==> config.mk <==
export PLATFORM = sky130hd
export DESIGN_NAME = fmrl_ram
export DESIGN_NICKNAME = d
export VERILOG_FILES = /design/src/rtl/core/fm_index_rank_lf_locate_core_macros.svh /design/src/rtl/core/fmrl_ram.sv
export SDC_FILE = /design/constraint.sdc
export NUM_CORES = 1
export LEC_CHECK = 0
export ABC_AREA = 1
export BUFFER_PORTS_ARGS = -buffer_cell sky130_fd_sc_hd__buf_2
export CAP_MARGIN = 20
export CORE_ASPECT_RATIO = 0.5
export CORE_MARGIN = 4
export CORE_UTILIZATION = 40
export CTS_CLUSTER_DIAMETER = 30
export DETAILED_ROUTE_END_ITERATION = 8
export SLEW_MARGIN = 15
export SYNTH_ARGS = -nofsm -noshare
export SYNTH_HDL_FRONTEND = slang
export SYNTH_SLANG_ARGS = --single-unit
==> constraint.sdc <==
create_clock -name clk_i -period 1.4 [get_ports clk_i]
set_input_delay 0.14 -clock clk_i [delete_from_list [all_inputs] [get_ports clk_i]]
set_output_delay 0.14 -clock clk_i [all_outputs]
set_load 0.01 [all_outputs]
==> src/rtl/core/fm_index_rank_lf_locate_core_macros.svh <==
// Assertion helpers shared by the core RTL.
`ifndef FM_INDEX_RANK_LF_LOCATE_CORE_MACROS_SVH
`define FM_INDEX_RANK_LF_LOCATE_CORE_MACROS_SVH

// Same-cycle implication, sampled on the core clock, off while in reset.
`define FMRL_ASSERT_IMPL(lbl, pre, post) \
  lbl: assert property (@(posedge clk_i) disable iff (!rst_ni) (pre) |-> (post)) \
    else $error("fmrl assertion failed");

// Next-cycle implication, sampled on the core clock, off while in reset.
`define FMRL_ASSERT_NEXT(lbl, pre, post) \
  lbl: assert property (@(posedge clk_i) disable iff (!rst_ni) (pre) |=> (post)) \
    else $error("fmrl assertion failed");

`endif

==> src/rtl/core/fmrl_ram.sv <==
`timescale 1ns / 1ps
module fmrl_ram #(
  parameter int unsigned WIDTH = 8,
  parameter int unsigned DEPTH = 16
) (
  input  logic                     clk_i,
  input  logic                     we_i,
  input  logic [$clog2(DEPTH)-1:0] waddr_i,
  input  logic [WIDTH-1:0]         wdata_i,
  input  logic [$clog2(DEPTH)-1:0] raddr_i,
  output logic [WIDTH-1:0]         rdata_o
);

  logic [WIDTH-1:0] mem [DEPTH];
  logic [WIDTH-1:0] rdata_q;

  always_ff @(posedge clk_i) begin
    if (we_i) begin
      mem[waddr_i] <= wdata_i;
    end
    rdata_q <= mem[raddr_i];
  end

  assign rdata_o = rdata_q;

endmodule

==> out/qor.csv, run 1 <==
stage,metric,value,unit
floorplanning,Core Area,13810,um^2
floorplanning,Initial Util,41.75,%
routing,via count,3791,
layout,Layout Nets,619,
routing,DR iter-0 viols,457,
synthesis,Syn Area/Cell,10.47,um^2
global_routing,largest net degree at the start of global routing,65,
global_routing,first-pass GRT wire length,20590,um
synthesis,sequential share of the synthesized area,69.43,%
synthesis,Yosys warning count,0,
setup_path,Max stage delay on crit path,0.38,ns
layout,Antenna diodes,0,
layout,"Design Area, Final",6820,um^2
synthesis,Post-synth EDFFs,128,
clock_network,"Setup Fix Bufs, Post-CTS",0,
synthesis,cell taking the most area after synthesis,edfxtp_1,
synthesis,ranking of synthesized cells by area,"edfxtp_1 67%, nand2_1 11%, nand3_1 8.4%, inv_1 6.5%, dfxtp_1 2.8%",
power_and_ir_drop,Design Power,9488,uW
synthesis,"count leader, synth",nand2_1,
placed_design,PortBufs,25,
sta,setup violators final,0,
clock_network,insertion delay to the later sink of the worst-skew pair,0.42,ns
layout,Layout fillers,1229,
floorplanning,die width,177.8,um
synthesis,top post-synthesis cells by count,"173 x nand2_1, 128 x edfxtp_1, 100 x inv_1, 97 x nand3_1, 17 x nor2_1",
clock_network,total clock sinks,136,
synthesis,cell area after synthesis,5767,um^2
clock_network,Num CTS Buffers,17,
sta,Setup Skew,0.009708,ns
clock_network,CTS Hold Bufs,0,
power_and_ir_drop,Leakage,0.002955,uW
sta,post-route setup TNS,0,ns
setup_path,Setup crit start kind,register,
synthesis,Yosys top cell area share,66.65,%
layout,Util after Layout,49.38,%
placed_design,RD Place Congestion,0.7976,
clock_network,CTS Buffer Depth,2,
global_routing,gr ovfl total,0,
routing,# DRC,0,
setup_path,CP arrival,0.95,ns
clock_network,Root Buffer,clkbuf_16,
clock_network,CTS H-tree depth,4,
routing,drt pass-1 iters,5,
floorplanning,die area,16520,um^2
setup_path,Worst path top cell family by delay,flip-flops,
clock_network,Resized Gates After CTS,0,
placed_design,Post-DP Area,6241,um^2
setup_path,critical path cell sequence,buf_2,
synthesis,post-synthesis register bit count,136,
synthesis,Synthesized Nets,569,
routing,Total Wirelength,12990,um
sta,Slew HR,75.94,%
routing,wire length on met1,6167,um
routing,Post-DRT Antenna Nets,0,
worst_hold_path,type of the worst min-delay path,input pin to register,
run_status,status,"finished, final reports clean",
global_routing,GR Util All Layers,16.99,%
routing,Routed met3 length,781,um
synthesis,"FFs w/ async S/R, synth",0,%
routing,average routed wire per standard cell,16.12,um
power_and_ir_drop,PwrDens,1391,nW/um^2
sta,Fin Hold WS,0.1140,ns
routing,routed vias/inst,4.703,
sta,fmax,0.9143,GHz
clock_network,CTS tree,yes,
global_routing,initial antenna violation count,0,
floorplanning,# IOs,26,
layout,layout overhead on the synthesized area,18.27,%
global_routing,vias in the first global route,3608,
floorplanning,Die Y-Extent,92.91,um
placed_design,hpwl dp,8059,um
floorplanning,row count,30,
setup_path,CP max FO,1,
routing,routed wl met2,5830,um
sta,fin. max-slew vios,0,
routing,Top Layer Used,met4,
power_and_ir_drop,VDD IR max,848.3,uV
clock_network,clk slew on worst S/H paths,0.06,ns
sta,RSZ-0062 raised after global routing,no,
layout,layout cells sized above 1,14.33,%
setup_path,CP required,1.26,ns
synthesis,leading register cell type out of synthesis,edfxtp_1,
synthesis,Syn Inst Count,551,
sta,crit share post-route,78.13,%
sta,Tmin final,1.094,ns
setup_path,"Buf+Inv Stages, Crit Path",1,
setup_path,Critical-path top delay cell,dfxtp_1,
synthesis,synth unique cells,12,
sta,Worst-Margin Slew,0.3605,ns
run,Max-cap violations,0,
setup_path,nature of the critical path endpoint,primary output,
setup_path,WS Path Type,register to primary output,
sta,Hold Fails Final Rpt,0,
## per-layer routing
layer	vias up	track usage, %
met5	-	0
met4	0	6.367
met3	15	4.445
met2	103	25.26
met1	1792	24.01
li1	1881	-
## sequential cells by signal, summed over array words and instances, names as in the netlist
register	count
mem	128
rdata_o	8
## worst paths after layout
kind              slack [ns]  startpoint          to  cells past startpoint
setup reg to reg        0.43   mem[1][2]  rdata_o[2]                      6
setup / recovery        0.31  rdata_o[3]  rdata_o[3]                      1
hold / removal          0.11  wdata_i[4]   mem[0][4]                      1
hold reg to reg         0.65  mem[10][0]  rdata_o[0]                      6
## cells in the final DEF (no fill, tap or decap), types with 2 or more instances in the layout
cell,synthesis,final
nand2_1,173,173
edfxtp_1,128,128
inv_1,100,100
nand3_1,97,97
buf_4,4,26
buf_2,13,25
nor2_1,17,17
clkbuf_16,0,17
dfxtp_1,8,8
clkinvlp_4,0,6
buf_12,0,4
inv_6,0,3
inv_2,2,2
nand3b_1,2,2
clkinv_2,0,2
bufinv_16,0,2
## power breakdown
group	switching [uW]	internal, uW	total (uW)	leakage, uW
Clock	1710	2630	4340	0.000265
Sequential	29.4	4550	4580	0.00122
Combinational	385	185	570	0.00147
Total	2120	7370	9490	0.00295
## layout make-up
class / instances / area (um^2) / share of cell area [%]
Multi-Input combinational cell: 289 / 1214 / 17.79
Clock buffer: 18 / 429.2 / 6.292
Sequential cell: 136 / 4004 / 58.70
Timing Repair Buffer: 55 / 400.4 / 5.870
Tap cell: 192 / 240.2 / 3.522
Clock inverter: 14 / 150.1 / 2.201
Inverter: 102 / 382.9 / 5.614
## metrics by stage
step | worst slack, ns | std cells
CTS | 0.2872 | 806
floorplan | 0.3092 | 551
detailed placement | 0.1991 | 774
global placement | 0.2300 | 774
global route | 0.2623 | 806
finish | 0.3062 | 806
## kinds of logic after synthesis
family | share of synthesized area, %
buffers and inverters | 9.525
DFF | 69.43
and+or+nand+nor | 21.05
(Power assumes the default switching activity.)
==> run 2: changes to the inputs <==
==> constraint.sdc (replaced) <==
create_clock -name clk_i -period 1 [get_ports clk_i]
set_input_delay 0.1 -clock clk_i [delete_from_list [all_inputs] [get_ports clk_i]]
set_output_delay 0.1 -clock clk_i [all_outputs]
set_load 0.01 [all_outputs]
==> run 2 against run 1 <==
Compared with the run above:
- largest power group unchanged
- clock-buffer cell count decreased by 1
- final cell count increased by 0.99%
- cell area increased by 2.6%
- sequential power increased by 40%
- first-iteration DRC count decreased by 45%
- global-route usage decreased by 0.24 points
- clock power increased by 30%
==> out/qor.csv, run 2 (synthesis results as in run 1) <==
stage,metric,value,unit
global_routing,first-pass GRT wire length,20450,um
setup_path,Max stage delay on crit path,0.36,ns
sta,setup violators final,0,
routing,via count,3861,
sta,Hold Fails Final Rpt,0,
floorplanning,die width,177.8,um
global_routing,largest net degree at the start of global routing,33,
setup_path,CP arrival,0.88,ns
clock_network,insertion delay to the later sink of the worst-skew pair,0.41,ns
setup_path,CP required,0.90,ns
sta,Fin Hold WS,0.09190,ns
sta,crit share post-route,97.87,%
sta,Final WS setup,0.02127,ns
setup_path,CP max FO,1,
floorplanning,die area,16520,um^2
layout,most frequent cells in the layout,"173 x nand2_1, 128 x edfxtp_1, 100 x inv_1, 80 x nand3_1, 32 x buf_4",
clock_network,"Setup Fix Bufs, Post-CTS",0,
sta,Setup Skew,0.008805,ns
floorplanning,Die Y-Extent,92.91,um
global_routing,GR Util All Layers,16.75,%
floorplanning,# IOs,26,
layout,Antenna diodes,0,
routing,DR iter-0 viols,253,
routing,# DRC,0,
routing,average routed wire per standard cell,15.92,um
clock_network,clk slew on worst S/H paths,0.06,ns
setup_path,critical path cell sequence,buf_6,
floorplanning,Initial Util,41.75,%
setup_path,r2r setup slk,0.03,ns
setup_path,Critical-path top delay cell,dfxtp_2,
clock_network,total clock sinks,136,
layout,Largest register FFs,128,
layout,layout overhead on the synthesized area,21.31,%
sta,fin. max-slew vios,0,
power_and_ir_drop,Leakage,0.003042,uW
clock_network,Num CTS Buffers,17,
routing,drt pass-1 iters,5,
sta,fmax,1.022,GHz
clock_network,CTS Hold Bufs,0,
clock_network,CTS H-tree depth,4,
worst_hold_path,type of the worst min-delay path,input pin to register,
placed_design,hpwl dp,8507,um
layout,Reg area,4011,um^2
layout,Util after Layout,50.64,%
clock_network,CTS Buffer Depth,2,
layout,layout cells sized above 1,19.61,%
sta,RSZ-0062 raised after global routing,yes,
run,Max-cap violations,0,
layout,Multi-input gate area,1306,um^2
floorplanning,row count,30,
clock_network,Root Buffer,clkbuf_16,
sta,Slew HR,75.20,%
setup_path,nature of the critical path endpoint,primary output,
layout,"non-filler cells, final",814,
floorplanning,Core Area,13810,um^2
power_and_ir_drop,VDD IR max,1090,uV
routing,Total Wirelength,12960,um
placed_design,Cells after DPL,782,
setup_path,WS Path Type,register to primary output,
sta,Tmin final,0.9787,ns
layout,register name with the most flops,mem,
routing,Post-DRT Antenna Nets,0,
setup_path,Worst path top cell family by delay,flip-flops,
power_and_ir_drop,Design Power,12980,uW
layout,"commonest non-fill, non-tap cell in the layout",nand2_1,
global_routing,vias in the first global route,3814,
setup_path,"Buf+Inv Stages, Crit Path",1,
placed_design,DP Worst Slack,-0.1924,ns
setup_path,Setup crit start kind,register,
run_status,status,"finished, final reports clean",
placed_design,PortBufs,25,
placed_design,RD Place Congestion,0.8673,
power_and_ir_drop,PwrDens,1855,nW/um^2
global_routing,gr ovfl total,0,
layout,Layout fillers,1248,
sta,Worst-Margin Slew,0.3716,ns
routing,routed vias/inst,4.743,
layout,Layout Nets,627,
global_routing,initial antenna violation count,0,
clock_network,CTS tree,yes,
run 2: cell count changes in the layout (fill, tap and decap cells not counted), moves of 3 or more:
cell and delta:
nand3_1 -17, dfxtp_1 -6, buf_2 -4, clkinvlp_4 -3
nand3_2 +17, dfxtp_2 +6, nor2_2 +3, nor2_1 -3
clkinv_4 +4, buf_6 +4, buf_4 +6
run 2: path summary, 6_finish.rpt:
| check | startpoint | endpoint | cells after the start |
|---|---|---|---|
| setup / recovery | rdata_o[6] | rdata_o[6] | 1 |
| hold / removal | wdata_i[3] | mem[7][3] | 1 |
| setup reg to reg | mem[5][7] | rdata_o[7] | 6 |
| hold reg to reg | mem[2][3] | rdata_o[3] | 6 |
run 2: per-stage QoR:
step / instance area [um^2] / TNS, ns
5_1_grt: 6995 / -0.04098
3_5_place_dp: 6334 / -11.18
4_1_cts: 6900 / -0.002207
6_report: 6995 / 0
2_1_floorplan: 5774 / -4.120
3_3_place_gp: 6334 / -10.30
run 2: layer usage:
| metal | routed length, um | vias to the layer above | share of wire (%) | track usage (%) |
|---|---|---|---|---|
| met5 | 0 | - | 0 | 0 |
| met4 | 120 | 0 | 0.93 | 5.916 |
| met3 | 703 | 11 | 5.4 | 3.874 |
| met1 | 6140 | 1865 | 47 | 22.89 |
| met2 | 5995 | 90 | 46 | 26.37 |
| li1 | - | 1895 | - | - |
run 2: timing repair:
item	4_1_cts	5_1_grt
resized for setup	9	19
pin swaps	0	8
setup endpoints to repair	6	9
run 2: layout make-up:
type	instances	area share, %
Tap cell	192	3.434
Inverter	102	5.473
Clock buffer	17	6.081
Clock inverter	15	1.699
Timing Repair Buffer	63	7.297
Sequential cell	136	57.34
Multi-Input combinational cell	289	18.67
run 2: power breakdown:
group          internal, uW  leakage [uW]  switching (uW)
Combinational           314       0.00156             574
Sequential             6380       0.00122            47.6
Clock                  3210      0.000259            2460
Total                  9900       0.00304            3080
