## config.mk

```make
export PLATFORM = sky130hd
export DESIGN_NAME = fmrl_div
export DESIGN_NICKNAME = d
export VERILOG_FILES = /design/src/rtl/core/fm_index_rank_lf_locate_core_macros.svh /design/src/rtl/core/fmrl_pkg.sv /design/src/rtl/core/fmrl_div.sv
export SDC_FILE = /design/constraint.sdc
export NUM_CORES = 1
export LEC_CHECK = 0
export BUFFER_PORTS_ARGS = -buffer_cell sky130_fd_sc_hd__buf_2
export CORE_MARGIN = 2
export CORE_UTILIZATION = 46
export CTS_CLUSTER_DIAMETER = 60
export DETAILED_ROUTE_END_ITERATION = 10
export PLACE_DENSITY = 0.7
export SLEW_MARGIN = 20
export SYNTH_ARGS = -nofsm -noshare
export SYNTH_HDL_FRONTEND = slang
export SYNTH_SLANG_ARGS = --single-unit
```

## constraint.sdc

```tcl
create_clock -name clk_i -period 6.25 [get_ports clk_i]
set_clock_uncertainty 0.1 [all_clocks]
set_input_delay 0.625 -clock clk_i [delete_from_list [all_inputs] [get_ports clk_i]]
set_output_delay 0.625 -clock clk_i [all_outputs]
set_load 0.1 [all_outputs]
```

## src/rtl/core/fm_index_rank_lf_locate_core_macros.svh

```systemverilog
// Assertion helpers shared by the core RTL.
`ifndef FM_INDEX_RANK_LF_LOCATE_CORE_MACROS_SVH
`define FM_INDEX_RANK_LF_LOCATE_CORE_MACROS_SVH

// Same-cycle implication, sampled on the core clock, off while in reset.
`define FMRL_ASSERT_IMPL(lbl, pre, post) \
  lbl: assert property (@(posedge clk_i) disable iff (!rst_ni) (pre) |-> (post)) \
    else $error("fmrl assertion failed");

// Next-cycle implication, sampled on the core clock, off while in reset.
`define FMRL_ASSERT_NEXT(lbl, pre, post) \
  lbl: assert property (@(posedge clk_i) disable iff (!rst_ni) (pre) |=> (post)) \
    else $error("fmrl assertion failed");

`endif

```

## src/rtl/core/fmrl_pkg.sv

```systemverilog
`timescale 1ns / 1ps
package fmrl_pkg;

  localparam int unsigned MAX_ROWS          = 1048576;
  localparam int unsigned MIN_CKPT_STRIDE   = 64;
  localparam int unsigned MIN_SAMPLE_STRIDE = 32;
  localparam int unsigned ALPHABET_SIZE     = 6;

  localparam int unsigned VAL_W       = 21;
  localparam int unsigned SENT_W      = 20;
  localparam int unsigned SA_W        = 20;
  localparam int unsigned SYM_W       = 3;
  localparam int unsigned OP_W        = 3;
  localparam int unsigned STAT_W      = 2;
  localparam int unsigned LANES       = 4;
  localparam int unsigned CKPT_W      = LANES * VAL_W;
  localparam int unsigned ROW_AW      = $clog2(MAX_ROWS);
  localparam int unsigned CKPT_BLOCKS = MAX_ROWS / MIN_CKPT_STRIDE + 1;
  localparam int unsigned CKPT_AW     = $clog2(CKPT_BLOCKS);
  localparam int unsigned SA_DEPTH    = MAX_ROWS / MIN_SAMPLE_STRIDE + 1;
  localparam int unsigned SA_AW       = $clog2(SA_DEPTH);
  localparam int unsigned DIV_W       = VAL_W + 1;
  localparam int unsigned DIV_CW      = $clog2(DIV_W);
  localparam int unsigned APB_AW      = 4;
  localparam int unsigned APB_DW      = 32;

  localparam logic [SYM_W-1:0] SYM_SENT = 3'd0;
  localparam logic [SYM_W-1:0] SYM_SEP  = 3'd1;
  localparam logic [SYM_W-1:0] SYM_A    = 3'd2;
  localparam logic [SYM_W-1:0] SYM_T    = 3'd5;

  typedef enum logic [OP_W-1:0] {
    OP_LOAD_BWT = 3'd0,
    OP_LOAD_SA  = 3'd1,
    OP_LOAD_C   = 3'd2,
    OP_OCC      = 3'd3,
    OP_LF       = 3'd4,
    OP_LOCATE   = 3'd5
  } opcode_e;

  typedef enum logic [STAT_W-1:0] {
    STAT_OK    = 2'd0,
    STAT_RANGE = 2'd1,
    STAT_STEPS = 2'd2
  } status_e;

  typedef enum logic [1:0] {
    REG_TEXT_ROWS    = 2'd0,
    REG_SENTINEL_ROW = 2'd1,
    REG_CKPT_STRIDE  = 2'd2,
    REG_SAMPLE_STRIDE = 2'd3
  } reg_idx_e;

  typedef enum logic [3:0] {
    ST_CLEAR,
    ST_IDLE,
    ST_EXEC,
    ST_LD_DIV,
    ST_OCC_START,
    ST_OCC_DIV,
    ST_OCC_CKPT,
    ST_OCC_SCAN,
    ST_OCC_END,
    ST_LF_RD,
    ST_LF_SYM,
    ST_LOC_CHK,
    ST_LOC_DIV,
    ST_LOC_SA,
    ST_LOC_MOD,
    ST_DONE
  } state_e;

  typedef struct packed {
    logic             start;
    logic [DIV_W-1:0] num;
    logic [VAL_W-1:0] den;
  } div_req_t;

  typedef struct packed {
    logic             done;
    logic [DIV_W-1:0] quo;
    logic [VAL_W-1:0] rem;
  } div_rsp_t;

endpackage

```

## src/rtl/core/fmrl_div.sv

```systemverilog
`timescale 1ns / 1ps
module fmrl_div (
  input  logic               clk_i,
  input  logic               rst_ni,
  input  fmrl_pkg::div_req_t req_i,
  output fmrl_pkg::div_rsp_t rsp_o
);
  import fmrl_pkg::*;

  logic              busy_q, busy_d;
  logic              done_q, done_d;
  logic [DIV_CW-1:0] cnt_q, cnt_d;
  logic [DIV_W-1:0]  num_q, num_d;
  logic [VAL_W-1:0]  den_q, den_d;
  logic [VAL_W-1:0]  rem_q, rem_d;
  logic [DIV_W-1:0]  trial;
  logic [DIV_W-1:0]  diff;
  logic              ge;

  // Restoring division, one quotient bit per cycle shifted into num_q.
  assign trial = {rem_q, num_q[DIV_W-1]};
  assign ge    = trial >= {1'b0, den_q};
  assign diff  = trial - {1'b0, den_q};

  always_comb begin
    busy_d = busy_q;
    done_d = 1'b0;
    cnt_d  = cnt_q;
    num_d  = num_q;
    den_d  = den_q;
    rem_d  = rem_q;
    if (req_i.start) begin
      busy_d = 1'b1;
      cnt_d  = '0;
      num_d  = req_i.num;
      den_d  = req_i.den;
      rem_d  = '0;
    end else if (busy_q) begin
      rem_d = ge ? diff[VAL_W-1:0] : trial[VAL_W-1:0];
      num_d = {num_q[DIV_W-2:0], ge};
      cnt_d = cnt_q + 1'b1;
      if (cnt_q == DIV_CW'(DIV_W - 1)) begin
        busy_d = 1'b0;
        done_d = 1'b1;
      end
    end
  end

  always_ff @(posedge clk_i or negedge rst_ni) begin
    if (!rst_ni) begin
      busy_q <= 1'b0;
      done_q <= 1'b0;
      cnt_q  <= '0;
    end else begin
      busy_q <= busy_d;
      done_q <= done_d;
      cnt_q  <= cnt_d;
    end
  end

  always_ff @(posedge clk_i) begin
    num_q <= num_d;
    den_q <= den_d;
    rem_q <= rem_d;
  end

  assign rsp_o.done = done_q;
  assign rsp_o.quo  = num_q;
  assign rsp_o.rem  = rem_q;

endmodule

```

==> load_flow_metrics.sql, run 1 <==
INSERT INTO impl_metrics (metric_group, metric, value, unit) VALUES
('yosys', 'synth-main-ff-cell', 'edfxtp_1', ''),
('final_layout', 'layout_common_cells', 'buf_2, nand2_1, edfxtp_1, nor2_1, inv_1', ''),
('routing', 'routed_wl', '8.87', 'mm'),
('floorplanning', 'floorplan.die.height', '97.2', 'µm'),
('critical_path', 'critical_path_arrival', '3.23', 'ns'),
('global_routing', 'antenna_violations_before_repair', '0', ''),
('sta', 'rsz0062_at_grt', 'false', ''),
('yosys', 'synth_edf_count', '43', ''),
('placement', 'numPlacedInstances', '573', ''),
('yosys', 'synthesis.area_per_instance', '10.2', 'µm²'),
('clock_network', 'cts_hold_buf', '1', ''),
('clock_network', 'tritoncts_buffers', '9', ''),
('routing', 'vias_per_cell', '5.42', ''),
('sta', 'report.final.hold_viol_count', '0', ''),
('global_routing', 'groute.layer.met1.usage', '0.253', ''),
('final_layout', 'layout-drive-gt1-share', '0.284', ''),
('final_layout', 'final_cell_count_no_fill', '590', ''),
('global_routing', 'grt_pass1_wl', '14.6', 'mm'),
('global_routing', 'grt_start_max_net_pins', '54', ''),
('sta', 'timing.final.setup_violations', '0', ''),
('final_layout', 'final_common_cell', 'buf_2', ''),
('final_layout', 'area_growth_syn_to_layout', '18.7', '%'),
('floorplanning', 'pin_count', '90', ''),
('yosys', 'leading_area_contributor_after_synthesis', 'edfxtp_1', ''),
('yosys', 'post-synth-top-area-fraction', '0.323', ''),
('sta', 'worst_slew_pin_slew', '0.720', 'ns'),
('yosys', 'post_synth_num_cell_types', '55', ''),
('pwr', 'power_frac_seq', '0.385', ''),
('run_status', 'run_status', 'complete, no violations', ''),
('clock_network', 'clock_tree_from_tritoncts', 'yes', ''),
('critical_path', 'kind_of_start_point_of_the_critical_path', 'flop', ''),
('clock_network', 'clk_pin_slew', '0.08', 'ns'),
('final_layout', 'final_nets', '547', ''),
('critical_path', 'cp-end-kind', 'flop', ''),
('pwr', 'p_leak', '0.00211', 'µW'),
('critical_path', 'critPathSlowestCell', 'fa_1', ''),
('yosys', 'async_reset_ff_frac', '0.0986', ''),
('critical_path', 'worst-r2r-setup-slack', '3.18', 'ns'),
('clock_network', 'clk-insertion-delay-late', '0.36', 'ns'),
('global_routing', 'grt.met3_usage', '0.0525', ''),
('yosys', 'yosysSeqAreaShare', '0.472', ''),
('floorplanning', 'initial_util', '0.467', ''),
('floorplanning', 'die_x', '97.2', 'µm'),
('global_routing', 'grt.met2_usage', '0.306', ''),
('global_routing', 'top_usage_layer', 'met2', ''),
('routing', 'drt_iter0_drc', '96', ''),
('sta', 'final_min_period_over_clock_period', '0.492', ''),
('critical_path', 'worst-setup-path-type', 'flop to flop', ''),
('sta', 'drv_slew', '0', ''),
('flow_run', 'max_cap_violations', '0', ''),
('global_routing', 'groute.usage.overall', '0.189', ''),
('sta', 'max_clock_freq', '325', 'MHz'),
('yosys', 'synthesis.instances', '393', ''),
('pwr', 'worst_ir_drop_vdd', '0.199', 'mV'),
('pwr', 'power.switching_fraction', '0.393', ''),
('yosys', 'synth_area', '4000', 'µm²'),
('yosys', 'mappedNetlistNets', '463', ''),
('routing', 'drt-pass1-iter-count', '4', ''),
('hold_path', 'timing.hold.worst.class', 'primary input to flop', ''),
('clock_network', 'cts.repair_timing.setup_buffer_count', '0', ''),
('yosys', 'yosysWarningCount', '0', ''),
('global_routing', 'first_global_vias', '3003', ''),
('routing', 'via_count', '3195', ''),
('pwr', 'power_density', '312', 'nW/µm²'),
('critical_path', 'endpoint_required_time_on_the_critical_path', '6.41', 'ns'),
('final_layout', 'num-fill-cells', '782', ''),
('pwr', 'combPwrFrac', '0.329', ''),
('pwr', 'clockPowerShare', '0.286', ''),
('sta', 'final_period_minus_worst_setup_slack', '3.07', 'ns'),
('critical_path', 'worst-path-buf-inv', '2', ''),
('yosys', 'netlist_top_cells_area', 'edfxtp_1, dfxtp_1, ha_1', '');
## final cells by class
type	instances	area, µm²	share of cell area
clock inverters	7	105	0.0222
well taps	108	135	0.0285
multi-input cells	278	1930	0.406
flip-flops and latches	71	1890	0.398
clock buffers	9	124	0.0261
inverters	25	93.8	0.0198
repair buffers	92	470	0.0992
## synthesized netlist by cell type (3+ instances only)
library cell / n
xnor2_1: 13
a311oi_1: 19
clkbuf_1: 12
dfxtp_1: 21
edfxtp_1: 43
and3_1: 3
a21oi_1: 21
nor3_1: 5
a21o_1: 5
inv_1: 25
xor2_1: 8
nand3_1: 4
nor2_1: 37
mux2_2: 22
o21a_1: 5
nand2_1: 52
nand4_1: 6
a211oi_1: 5
o21ai_0: 11
buf_2: 4
dfrtp_1: 7
ha_1: 23
## final timing paths
check / from / to / cells past startpoint
worst max register to register: num_q[21] / rem_q[0] / 11
max in group asynchronous: rst_ni / done_q / 2
worst max-delay path: num_q[21] / rem_q[0] / 11
worst min register to register: rem_q[13] / rem_q[14] / 2
min in group asynchronous: rst_ni / cnt_q[0] / 2
worst min-delay path: req_i[14] / den_q[14] / 1
## cells by family after synthesis
| family | share of synthesized area |
|---|---|
| AO/OA/AOI/OAI | 0.162 |
| XOR/XNOR | 0.0460 |
| adder cells (fa/ha/maj) | 0.0770 |
| buffers and inverters | 0.0454 |
| flip-flops | 0.472 |
| multiplexers | 0.0620 |
| AND/OR/NAND/NOR | 0.136 |
## registers in the layout, summed over array words and instances, names as in the netlist
name    cells
busy_q      1
den_q      21
rem_q      21
num_q      22
done_q      1
cnt_q       5
## metrics by stage
stage	util	total power (µW)	hold WS (ns)	area [µm²]	setup WS (ns)
detailed placement	0.527	1070	0.368	4500	3.18
global placement	0.527	1060	0.364	4500	3.33
floorplan	-	976	0.229	4000	2.93
CTS	0.555	1490	0.321	4740	3.14
finish	0.555	1480	0.337	4740	3.18
global route	0.555	1550	0.314	4740	2.97
## power by group through the flow
stage | clock (µW) | sequential, µW | combinational [µW]
final | 423 | 569 | 487
after detailed placement | 0 | 580 | 485
after global placement | 0 | 578 | 481
after CTS | 433 | 570 | 487
after floorplan | 0 | 784 | 192
after global routing | 454 | 576 | 520
## per-layer routing
layer  vias up  part of all wire
met5         -                 0
met4         0            0.0064
met3         6             0.047
met2        75              0.49
met1      1514              0.46
li1       1600                 -
Note: power is estimated with default switching activity, not from simulation.
==> run 2, diff against run 1 <==
--- a/config.mk
+++ b/config.mk
@@ -10,7 +10,7 @@
 export CORE_UTILIZATION = 46
 export CTS_CLUSTER_DIAMETER = 60
 export DETAILED_ROUTE_END_ITERATION = 10
-export PLACE_DENSITY = 0.7
+export PLACE_DENSITY = 0.72
 export SLEW_MARGIN = 20
 export SYNTH_ARGS = -nofsm -noshare
 export SYNTH_HDL_FRONTEND = slang
==> constraint.sdc (replaced) <==
create_clock -name clk_i -period 2.55 [get_ports clk_i]
set_clock_uncertainty 0.1 [all_clocks]
set_input_delay 0.255 -clock clk_i [delete_from_list [all_inputs] [get_ports clk_i]]
set_output_delay 0.255 -clock clk_i [all_outputs]
set_load 0.1 [all_outputs]
==> run 2 against run 1 <==
  * The flow now finishes with violations (setup timing)
  * Die area unchanged
  * Clock power up 120%
  * Fmax up 18%
  * Combinational power rose to 2.8 times the previous value
  * Critical path depth unchanged
  * Design area up 11%
  * Clock-buffer cell count unchanged
  * Sequential cell count unchanged
==> load_flow_metrics.sql, run 2 (synthesized netlist as in run 1, its figures left out) <==
INSERT INTO impl_metrics (metric_group, metric, value, unit) VALUES
('placement', 'buffer_ports.inserted', '89', ''),
('hold_path', 'worstHoldPathCells', '2', ''),
('pwr', 'power_density', '701', 'nW/µm²'),
('routing', 'drt_iter0_drc', '126', ''),
('critical_path', 'worst-setup-path-type', 'flop to flop', ''),
('hold_path', 'timing.hold.worst.class', 'primary input to flop', ''),
('global_routing', 'grt_pass1_wl', '16.3', 'mm'),
('routing', 'via_count', '3455', ''),
('critical_path', 'regToRegEndpoint', 'rem_q[18]', ''),
('placement', 'placement.cell_area', '4720', 'µm²'),
('clock_network', 'cts_sinks', '71', ''),
('pwr', 'power', '3700', 'µW'),
('sta', 'setup_ws', '-0.0604', 'ns'),
('clock_network', 'clock_tree_from_tritoncts', 'yes', ''),
('sta', 'final_period_minus_worst_setup_slack', '2.61', 'ns'),
('clock_network', 'clk_pin_slew', '0.09', 'ns'),
('pwr', 'worst_ir_drop_vdd', '0.394', 'mV'),
('global_routing', 'groute.usage.overall', '0.211', ''),
('clock_network', 'clk-insertion-delay-late', '0.36', 'ns'),
('routing', 'drt-pass1-iter-count', '5', ''),
('final_layout', 'final_common_cell', 'buf_2', ''),
('floorplanning', 'die_x', '97.2', 'µm'),
('final_layout', 'layout_common_cells', 'buf_2, nand2_1, edfxtp_1, nor2_1, buf_4', ''),
('critical_path', 'critical_path.startpoint', 'num_q[21]', ''),
('clock_network', 'clk_root_buffer_cell', 'clkbuf_8', ''),
('run_status', 'run_status', 'finished with violations', ''),
('floorplanning', 'core.rowCount', '34', ''),
('critical_path', 'worst_setup_path_endpoint', 'rem_q[18]', ''),
('critical_path', 'rr_startpoint', 'num_q[21]', ''),
('routing', 'drc_errors', '0', ''),
('placement', 'detailed_placement_wirelength_estimate', '6.79', 'mm'),
('sta', 'timing.final.setup_violations', '21', ''),
('final_layout', 'area_growth_syn_to_layout', '32.2', '%'),
('sta', 'report.final.hold_viol_count', '0', ''),
('final_layout', 'stdcell_area', '5280', 'µm²'),
('global_routing', 'first_global_vias', '3430', ''),
('floorplanning', 'pin_count', '90', ''),
('critical_path', 'cp-end-kind', 'flop', ''),
('flow_run', 'max_cap_violations', '0', ''),
('sta', 'drv_slew', '0', ''),
('critical_path', 'crit_path_max_fanout', '6', ''),
('sta', 'final_min_period_over_clock_period', '1.02', ''),
('routing', 'wl_per_cell', '15.1', 'µm'),
('clock_network', 'h-tree-depth', '3', ''),
('clock_network', 'tritoncts_buffers', '9', ''),
('sta', 'timing.hold.ws', '0.0925', 'ns'),
('final_layout', 'antenna_cells', '0', ''),
('critical_path', 'worst-r2r-setup-slack', '-0.06', 'ns'),
('final_layout', 'utilization', '0.618', ''),
('sta', 'fin_tns_setup', '-0.807', 'ns'),
('sta', 'rsz0062_at_grt', 'true', ''),
('critical_path', 'kind_of_start_point_of_the_critical_path', 'flop', ''),
('floorplanning', 'floorplan.die.height', '97.2', 'µm'),
('final_layout', 'final_nets', '601', ''),
('final_layout', 'largest-register', 'num_q', ''),
('sta', 'worst_slew_pin_slew', '0.525', 'ns'),
('global_routing', 'grt_start_max_net_pins', '53', ''),
('final_layout', 'flip_flop_count_of_the_largest_register_all_copies_and_words_added', '22', ''),
('final_layout', 'layout-drive-gt1-share', '0.353', ''),
('floorplanning', 'die-area', '9450', 'µm²'),
('placement', 'routabilityCongestion', '0.916', ''),
('routing', 'vias_per_cell', '5.36', ''),
('critical_path', 'critical_path_arrival', '2.78', 'ns'),
('final_layout', 'top_regs', 'num_q (22), den_q (21), rem_q (21)', ''),
('global_routing', 'antenna_violations_before_repair', '0', ''),
('sta', 'slew_margin_rel', '0.650', ''),
('critical_path', 'worstRegToRegCells', '11', ''),
('floorplanning', 'initial_util', '0.467', ''),
('clock_network', 'cts.path.max_buffers', '2', ''),
('sta', 'max_clock_freq', '383', 'MHz'),
('routing', 'drtAntennaViolNets', '0', ''),
('critical_path', 'endpoint_required_time_on_the_critical_path', '2.72', 'ns'),
('routing', 'routed_wl', '9.73', 'mm'),
('pwr', 'p_leak', '0.00235', 'µW'),
('floorplanning', 'area_inside_the_core_boundary', '8550', 'µm²'),
('run_status', 'failed_checks', 'setup timing', ''),
('global_routing', 'grt_overflow_total', '0', '');
## run 2: timing repair
item                                   in CTS  in global routing
gates cloned                                2                  1
setup endpoints to repair                  22                 22
pin swaps                                   8                 15
endpoints found under the hold margin      28                  0
gates resized for setup                     9                 14
hold buffers                               22                  0
setup buffers                               2                  1
## run 2: critical path: stages (launching register included)
cell and delay [ns]:
edfxtp_1 0.40, inv_2 0.09, ha_4 0.13, inv_2 0.03, fa_2 0.34, a211oi_2 0.18, o31a_1 0.20, o221ai_2 0.15
o211ai_4 0.28, and2_4 0.28, nand2_1 0.07, a311oi_1 0.25
## run 2: layer usage
metal | track usage | part of all wire | vias up
li1 | - | - | 1710
met1 | 0.280 | 0.46 | 1634
met2 | 0.345 | 0.48 | 96
met3 | 0.0381 | 0.047 | 15
met4 | 0.0791 | 0.015 | 0
met5 | 0 | 0 | -
## run 2: worst min path at each step
stage	start	end	slack [ns]
finish	req_i[30]	num_q[9]	0.09
global route	req_i[30]	num_q[9]	0.09
CTS	req_i[28]	num_q[7]	0.08
detailed placement	rst_ni	cnt_q[4]	-0.0003
global placement	rst_ni	cnt_q[4]	-0.007
floorplan	rst_ni	busy_q	-0.14
## run 2: area by class of cell
| cell class | count | area [µm²] |
|---|---|---|
| fillers | 738 | 3270 |
| inverters | 25 | 93.8 |
| well taps | 108 | 135 |
| flip-flops and latches | 71 | 1890 |
| clock buffers | 9 | 124 |
| clock inverters | 7 | 77.6 |
| multi-input cells | 281 | 2050 |
| repair buffers | 143 | 910 |
## run 2: through the flow
step / std cells / setup slack [ns]
3_5_place_dp: 600 / -0.183
5_1_grt: 644 / -0.256
3_3_place_gp: 600 / -0.0370
2_1_floorplan: 393 / -0.691
4_1_cts: 642 / -0.0923
6_report: 644 / -0.0604
## run 2: report_power, final
part	internal, µW	switching (µW)	total (µW)
sequential	1330	65.6	1390
clock	462	472	934
combinational	425	949	1370
total	2220	1490	3700
==> run 3, diff against run 2 <==
--- a/config.mk
+++ b/config.mk
@@ -7,10 +7,10 @@
 export LEC_CHECK = 0
 export BUFFER_PORTS_ARGS = -buffer_cell sky130_fd_sc_hd__buf_2
 export CORE_MARGIN = 2
-export CORE_UTILIZATION = 46
+export CORE_UTILIZATION = 49
 export CTS_CLUSTER_DIAMETER = 60
 export DETAILED_ROUTE_END_ITERATION = 10
-export PLACE_DENSITY = 0.72
+export PLACE_DENSITY = 0.76
 export SLEW_MARGIN = 20
 export SYNTH_ARGS = -nofsm -noshare
 export SYNTH_HDL_FRONTEND = slang
==> run 3 against run 2 <==
  * Hold slack gained 0.0020 ns
  * Core utilization grew 5.7 points
  * Critical path depth up 1
  * Sequential cell count did not move
  * Clock power rose by 8%
  * Worst setup slack worse by 0.063 ns
  * Sequential share of layout area up 0.11 points
  * Largest power group unchanged
  * The flow still finishes with violations (setup timing)
  * Design area shrank 0.31%
  * Critical endpoint is now rem_q[0]
  * Wire length up 2.5%
==> load_flow_metrics.sql, run 3 (synthesized netlist as in run 1, its figures left out) <==
INSERT INTO impl_metrics (metric_group, metric, value, unit) VALUES
('sta', 'report.final.hold_viol_count', '0', ''),
('final_layout', 'area_growth_syn_to_layout', '31.7', '%'),
('clock_network', 'clock_tree_from_tritoncts', 'yes', ''),
('hold_path', 'worstHoldPathCells', '2', ''),
('flow_run', 'max_cap_violations', '0', ''),
('pwr', 'worst_ir_drop_vdd', '0.422', 'mV'),
('pwr', 'power', '3780', 'µW'),
('critical_path', 'cpPeakStageDelay', '0.41', 'ns'),
('placement', 'numPlacedInstances', '592', ''),
('sta', 'slew_margin_rel', '0.643', ''),
('global_routing', 'first_global_vias', '3347', ''),
('pwr', 'power_density', '717', 'nW/µm²'),
('final_layout', 'layout-drive-gt1-share', '0.348', ''),
('sta', 'worst_slew_pin_slew', '0.536', 'ns'),
('floorplanning', 'initial_util', '0.512', ''),
('clock_network', 'clk-insertion-delay-late', '0.35', 'ns'),
('critical_path', 'cp-end-kind', 'flop', ''),
('sta', 'timing.final.setup_violations', '22', ''),
('placement', 'routabilityCongestion', '0.927', ''),
('floorplanning', 'floorplan.die.height', '94.3', 'µm'),
('final_layout', 'stdcell_area', '5270', 'µm²'),
('critical_path', 'worst-r2r-setup-slack', '-0.12', 'ns'),
('critical_path', 'rr_startpoint', 'num_q[21]', ''),
('critical_path', 'worst-setup-path-type', 'flop to flop', ''),
('sta', 'drv_slew', '0', ''),
('critical_path', 'worst-path-buf-inv', '4', ''),
('run_status', 'run_status', 'finished with violations', ''),
('routing', 'drc_errors', '0', ''),
('critical_path', 'worstRegToRegCells', '12', ''),
('final_layout', 'antenna_cells', '0', ''),
('routing', 'vias_per_cell', '5.50', ''),
('critical_path', 'crit_path_max_fanout', '6', ''),
('floorplanning', 'die-area', '8890', 'µm²'),
('clock_network', 'cts.path.max_buffers', '2', ''),
('final_layout', 'utilization', '0.674', ''),
('routing', 'drt_iter0_drc', '143', ''),
('critical_path', 'critical_path_arrival', '2.78', 'ns'),
('critical_path', 'crit_path_cell_trace', 'inv_2, ha_4, inv_2, fa_2, a211oi_2, o31a_1, o221ai_2, o211ai_2, and2_4, buf_6, buf_4, a311oi_1', ''),
('routing', 'drtAntennaViolNets', '0', ''),
('run_status', 'failed_checks', 'setup timing', ''),
('hold_path', 'timing.hold.worst.class', 'primary input to flop', ''),
('sta', 'fin_tns_setup', '-1.33', 'ns'),
('placement', 'buffer_ports.inserted', '89', ''),
('final_layout', 'largest-register', 'num_q', ''),
('floorplanning', 'die_x', '94.3', 'µm'),
('routing', 'wl_per_cell', '15.7', 'µm'),
('placement', 'detailed_placement_wirelength_estimate', '6.76', 'mm'),
('global_routing', 'grt_start_max_net_pins', '53', ''),
('floorplanning', 'pin_count', '90', ''),
('critical_path', 'cpLargestDelayFamily', 'compound AO/OA/AOI/OAI gates', ''),
('global_routing', 'antenna_violations_before_repair', '0', ''),
('final_layout', 'final_nets', '600', ''),
('sta', 'final_min_period_over_clock_period', '1.05', ''),
('sta', 'max_clock_freq', '374', 'MHz'),
('final_layout', 'final_common_cell', 'buf_2', ''),
('sta', 'rsz0062_at_grt', 'true', ''),
('critical_path', 'critPathSlowestCell', 'edfxtp_1', ''),
('clock_network', 'tritoncts_buffers', '9', ''),
('clock_network', 'clk_pin_slew', '0.08', 'ns'),
('routing', 'drt-pass1-iter-count', '4', ''),
('critical_path', 'regToRegEndpoint', 'rem_q[0]', ''),
('clock_network', 'clk_root_buffer_cell', 'clkbuf_8', ''),
('pwr', 'p_leak', '0.00236', 'µW'),
('critical_path', 'cp_common_cell', 'inv_2', ''),
('clock_network', 'cts_sinks', '71', ''),
('final_layout', 'layout_common_cells', 'buf_2, nand2_1, edfxtp_1, nor2_1, buf_4', ''),
('clock_network', 'h-tree-depth', '3', ''),
('critical_path', 'kind_of_start_point_of_the_critical_path', 'flop', ''),
('global_routing', 'grt_overflow_total', '0', ''),
('hold_path', 'worstHoldEndpoint', 'num_q[20]', ''),
('floorplanning', 'area_inside_the_core_boundary', '7810', 'µm²'),
('routing', 'via_count', '3504', ''),
('final_layout', 'flip_flop_count_of_the_largest_register_all_copies_and_words_added', '22', ''),
('final_layout', 'final_cell_count_no_fill', '637', ''),
('floorplanning', 'core.rowCount', '32', ''),
('global_routing', 'grt_pass1_wl', '15.9', 'mm'),
('sta', 'final_period_minus_worst_setup_slack', '2.67', 'ns'),
('global_routing', 'groute.usage.overall', '0.230', ''),
('sta', 'setup_ws', '-0.124', 'ns'),
('critical_path', 'endpoint_required_time_on_the_critical_path', '2.65', 'ns'),
('placement', 'placement.cell_area', '4700', 'µm²'),
('routing', 'routed_wl', '9.97', 'mm'),
('final_layout', 'top_regs', 'num_q (22), den_q (21), rem_q (21)', ''),
('hold_path', 'hold_path.startpoint', 'req_i[41]', '');
## run 3: per-stage QoR
| step | setup WS, ns | hold slack [ns] |
|---|---|---|
| 3_3_place_gp | -0.0306 | -0.00691 |
| 2_1_floorplan | -0.691 | -0.141 |
| 5_1_grt | -0.242 | 0.0934 |
| 4_1_cts | -0.0556 | 0.0887 |
| 6_report | -0.124 | 0.0945 |
| 3_5_place_dp | -0.144 | -0.00270 |
## run 3: per-layer routing
layer	vias to the layer above	GRT usage	wire length, µm
li1	1705	-	-
met1	1698	0.298	4460
met2	92	0.382	4900
met3	9	0.0514	484
met4	0	0.0785	132
met5	-	0	0
## run 3: layout make-up
class	count	area, µm²
sequential	71	1890
inverter	25	93.8
clock buffer	9	124
tap	102	128
fill	606	2540
multi-input combinational	280	2030
timing repair buffer	143	910
clock inverter	7	96.3
## run 3: timing repair
item,in CTS,in global routing
setup endpoints to repair,22,22
setup buffers,2,3
cloned,2,0
resized for setup,10,12
pin swaps,18,11
hold endpoints to repair,28,0
hold buffers,22,0
## run 3: worst max-delay path by stage
stage                    from         to  slack (ns)  cells after the start
floorplan           num_q[21]  rem_q[19]       -0.69                     13
global placement    num_q[21]  rem_q[12]       -0.03                     11
detailed placement  num_q[21]   rem_q[5]       -0.14                     11
CTS                 num_q[21]   rem_q[5]       -0.06                     11
global route        num_q[21]   rem_q[2]       -0.24                     12
finish              num_q[21]   rem_q[0]       -0.12                     12
## run 3: power by group
group,internal (µW),switching (µW)
Combinational,422,949
Sequential,1330,66.9
Clock,552,459
